--- src/ovt_pkg.sv ---
// Shared types and codes for the object version table.
package ovt_pkg;

  localparam int TABLE_ENTRIES_DEF = 64;

  localparam logic [1:0] MODE_START  = 2'd0;
  localparam logic [1:0] MODE_GET    = 2'd1;
  localparam logic [1:0] MODE_COMMIT = 2'd2;

  localparam logic [1:0] ST_OK      = 2'd0;
  localparam logic [1:0] ST_FULL    = 2'd1;
  localparam logic [1:0] ST_BADMODE = 2'd2;

  localparam logic [31:0] VERSION_NEW     = 32'd1;
  localparam logic [31:0] COMMIT_SUCCESS  = 32'd0;
  localparam logic [31:0] COMMIT_CONFLICT = 32'd1;

  typedef struct packed {
    logic [1:0]  mode;
    logic [31:0] object_key;
    logic [31:0] commit_version;
  } req_t;

  typedef struct packed {
    logic [31:0] value;
    logic [1:0]  status;
  } rsp_t;

  // A lookup walking the row of cells, one cell per cycle.
  typedef struct packed {
    logic        active;
    logic [1:0]  mode;
    logic [31:0] object_key;
    logic [31:0] commit_version;
    logic        hit;
    logic        inserted;
    logic [31:0] value;
  } probe_t;

endpackage

--- src/ovt_cell.sv ---
// One table slot: holds a key and its version and serves the probe passing through.
module ovt_cell #(
  parameter int CW    = 7,
  parameter int INDEX = 0
) (
  input  logic            clk,
  input  logic            rst,
  input  logic [CW-1:0]   entry_count,
  input  ovt_pkg::probe_t probe_in,
  output ovt_pkg::probe_t probe_out
);
  import ovt_pkg::*;

  logic [31:0] key;
  logic [31:0] version;
  logic [31:0] key_next;
  logic [31:0] version_next;
  logic        occupied;
  logic        match;
  probe_t      probe_next;

  assign occupied = CW'(INDEX) < entry_count;
  assign match    = occupied && (key == probe_in.object_key);

  always_comb begin
    probe_next   = probe_in;
    key_next     = key;
    version_next = version;
    if (probe_in.active && !probe_in.hit) begin
      if (match) begin
        probe_next.hit = 1'b1;
        if (probe_in.mode == MODE_GET) begin
          probe_next.value = version;
        end else if (probe_in.commit_version == version) begin
          probe_next.value = COMMIT_SUCCESS;
          version_next     = version + 32'd1;
        end else begin
          probe_next.value = COMMIT_CONFLICT;
        end
      end else if (!occupied && probe_in.mode == MODE_GET) begin
        // Slots fill in order, so the first free slot sees the probe after every occupied one.
        key_next            = probe_in.object_key;
        version_next        = VERSION_NEW;
        probe_next.hit      = 1'b1;
        probe_next.inserted = 1'b1;
        probe_next.value    = VERSION_NEW;
      end
    end
  end

  always_ff @(posedge clk) begin
    key       <= key_next;
    version   <= version_next;
    probe_out <= probe_next;
    if (rst) begin
      probe_out.active <= 1'b0;
    end
  end

endmodule

--- config.mk ---
export PLATFORM = sky130hd
export DESIGN_NAME = ovt_cell
export DESIGN_NICKNAME = d
export VERILOG_FILES = /design/src/ovt_pkg.sv /design/src/ovt_cell.sv
export SDC_FILE = /design/constraint.sdc
export NUM_CORES = 1
export LEC_CHECK = 0
export BUFFER_PORTS_ARGS = -buffer_cell sky130_fd_sc_hd__buf_4
export CAP_MARGIN = 10
export CORE_MARGIN = 5
export CORE_UTILIZATION = 42
export DETAILED_ROUTE_END_ITERATION = 10
export GPL_TIMING_DRIVEN = 0
export PLACE_DENSITY = 0.69
export SLEW_MARGIN = 10
export SYNTH_ARGS = -nofsm -noshare
export SYNTH_HDL_FRONTEND = slang
export SYNTH_SLANG_ARGS = --single-unit
--- constraint.sdc ---
create_clock -name clk -period 6.01 [get_ports clk]
set_clock_uncertainty 0.1 [all_clocks]
set_input_delay 0.3005 -clock clk [delete_from_list [all_inputs] [get_ports clk]]
set_output_delay 0.3005 -clock clk [all_outputs]
set_load 0.01 [all_outputs]
==> flow_summary.yaml <==
status:
  status: "completed"
sta:
  tightest_slew_ns: 0.786
  grt_setup_unrepaired: "false"
  final.setup.worst_slack_ns: 2.92
  fmax_mhz: 324
  tns_ns: 0
  slew_headroom: 0.476
  hold_slack_ns: 0.0346
  drv_slew: 0
  hold_viol: 0
  finalCritPeriodShare: 0.514
  finalSetupViolCount: 0
  finalCriticalPeriod_ns: 3.09
finish:
  layout.area.seq_um2: 3940
  n_antenna_cell: 0
  final_common_cell: "buf_4"
  nets: 876
  drive_gt1_frac: 0.341
  multiInputGateArea_um2: 1820
  layout_common_cells: "buf_4 (212), dfxtp_1 (101), dlygate4sd3_1 (100), xnor2_1 (73), edfxtp_1 (64)"
  utilization: 0.675
  syn2layout_area_growth_pct: 58.2
  n_fill_cell: 993
die:
  core_um2: 13800
  dieArea_um2: 16400
  pin_count: 211
  start_util: 0.426
  die_h_um: 128
  die_w_um: 128
  rows: 43
place:
  place_congestion: 0.793
  port_buffers: 210
  pre_cts_slack_ns: 2.51
  hpwlAfterDp_um: 11200
drt:
  wl_met3_um: 1190
  final_antenna_net_count: 0
  drcViolationCount: 0
  wl_met1_um: 6270
  firstDrtPassIters: 5
  wl_met2_um: 8230
  drt_wl_total_um: 16100
  vias_per_cell: 4.74
  highest_layer: "met4"
  num_vias: 4543
  wire_per_inst_um: 16.8
  drtIter0Drc: 128
critical_path:
  critPathLaunchType: "primary input"
  cp_cell_sequence: "dlygate4sd3_1 > buf_4 > nor2b_1 > and3_2 > a21oi_4 > buf_6 > a21oi_4 > buf_16"
  ff2ff_path_depth: 6
  slowest_delay_ns: 0.79
  cp.required_ns: 6.04
  cp.arrival_ns: 3.12
  critPathMaxFanout: 34
  r2r_slack_ns: 3.00
  end_kind: "register"
  worstReg2RegStart: "version[5]"
  crit_top_cell: "a21oi_4"
  r2r-end: "version[26]"
  worst-setup-path-type: "primary input to register"
  slowest_stage: "and3_2"
global_route:
  grt_usage: 0.200
  grt_pass1_vias: 4919
  antenna_found_initial: 0
  overflow: 0
  grt_pass1_wl_um: 25200
  grt_max_degree: 35
worst_hold_path:
  min-delay-start: "probe_in[100]"
  hold_path_class: "primary input to register"
  whs_path_depth: 3
  worstHoldEndpoint: "probe_out[100]"
synthesis:
  synth_top_cell_by_area: "dfxtp_1"
  synth.area.top_cells: "dfxtp_1 (34%), edfxtp_1 (33%), xnor2_1 (11%)"
  synthesis.area_um2: 5870
  syn_area_per_cell_um2: 13.5
  ys_seq_area_frac: 0.671
  synthCells: 435
  synth.net_count: 546
  synth.top_cell.area_share: 0.344
  ys_ff_latch: 165
  yosysWarnings: 0
  synth.distinct_cells: 37
cts:
  insertion_delay_ns: 0.43
  cts_tree: "built"
  cts_buffers: 17
  htree_num_levels: 4
  root_buffer: "clkbuf_16"
  cts_buffer_depth: 2
  clkTransAtPathRegs_ns: 0.06
  clock-sinks: 165
pwr:
  irDropWorstVdd_uv: 196
  power.density_nw_per_um2: 268
  p_leak_nw: 3.73
run:
  drv_cap: 0
==> worst max-delay path: cells and delay by family <==
family	cells	cell delay [ns]
AND/OR/NAND/NOR	2	1.08
AO/OA/AOI/OAI	2	0.60
buffers and inverters	4	1.14
==> what timing repair did <==
action	CTS	global route
resized for setup	0	0
hold endpoints to repair	132	0
hold buffers	100	0
setup buffers	0	0
setup endpoints to repair	0	0
==> routing by layer <==
layer | global-route usage | vias to the layer above
met4 | 0.0830 | 0
met3 | 0.0625 | 27
met5 | 0 | -
met1 | 0.224 | 2148
met2 | 0.351 | 168
li1 | - | 2200
==> worst max-delay path by stage <==
| stage | slack [ns] | end | depth (start not counted) | from |
|---|---|---|---|---|
| 6_report | 2.92 | version[26] | 8 | probe_in[99] |
| 5_1_grt | 2.71 | version[26] | 8 | probe_in[99] |
| 4_1_cts | 2.89 | version[26] | 8 | probe_in[99] |
| 3_5_place_dp | 2.51 | version[11] | 8 | entry_count[4] |
| 3_3_place_gp | 0.24 | version[14] | 7 | entry_count[4] |
| 2_1_floorplan | 1.64 | version[0] | 6 | entry_count[4] |
==> power breakdown <==
group	internal, W	total (W)	switching, W
sequential	0.00119	0.00120	0.0000106
clock	0.000625	0.00105	0.000427
combinational	0.000154	0.000240	0.0000860
==> area by class of cell <==
type / instances / area share
clock inverter: 11 / 0.0136
buffer: 16 / 0.0109
inverter: 5 / 0.00202
timing repair buffer: 311 / 0.280
tap: 180 / 0.0242
multi-input combinational: 249 / 0.196
sequential: 165 / 0.424
clock buffer: 21 / 0.0485
==> logic make-up after synthesis <==
family / synth area share
XOR/XNOR: 0.139
AND/OR/NAND/NOR: 0.112
buffers and inverters: 0.0205
AO/OA/AOI/OAI: 0.0554
flip-flops: 0.671
adder cells (fa/ha/maj): 0.00213
==> through the flow <==
step           instances  area [um2]  power, W
6_report             958        9290   0.00250
5_1_grt              958        9290   0.00259
4_1_cts              958        9290   0.00252
3_5_place_dp         826        7710   0.00141
3_3_place_gp         825        7670   0.00141
2_1_floorplan        435        5870   0.00128
==> synthesized netlist by cell type <==
cell type,instances
nor4_1,2
a21oi_1,2
nor4_2,3
xor2_1,20
nand3_1,14
a22o_1,31
nor4_4,1
nand3_4,2
inv_1,5
and3_2,2
buf_2,3
o41ai_1,1
or3_1,1
nor2_1,43
or4_4,1
edfxtp_1,64
o21ai_1,1
nand4_1,23
or2_2,1
and4_1,1
nand2b_1,1
clkbuf_1,7
buf_4,2
ha_1,1
a32oi_1,1
dfxtp_1,101
nor3_1,2
nand2_1,12
or4_1,1
buf_6,4
and3_1,2
xnor2_1,73
and2_1,1
a21oi_4,1
and4_4,3
nor2b_1,1
o21ai_0,1
==> registers in the layout, summed over array words and instances (netlist names) <==
signal     flops
probe_out    101
key           32
version       32
Power figures use the tool's default switching activity.
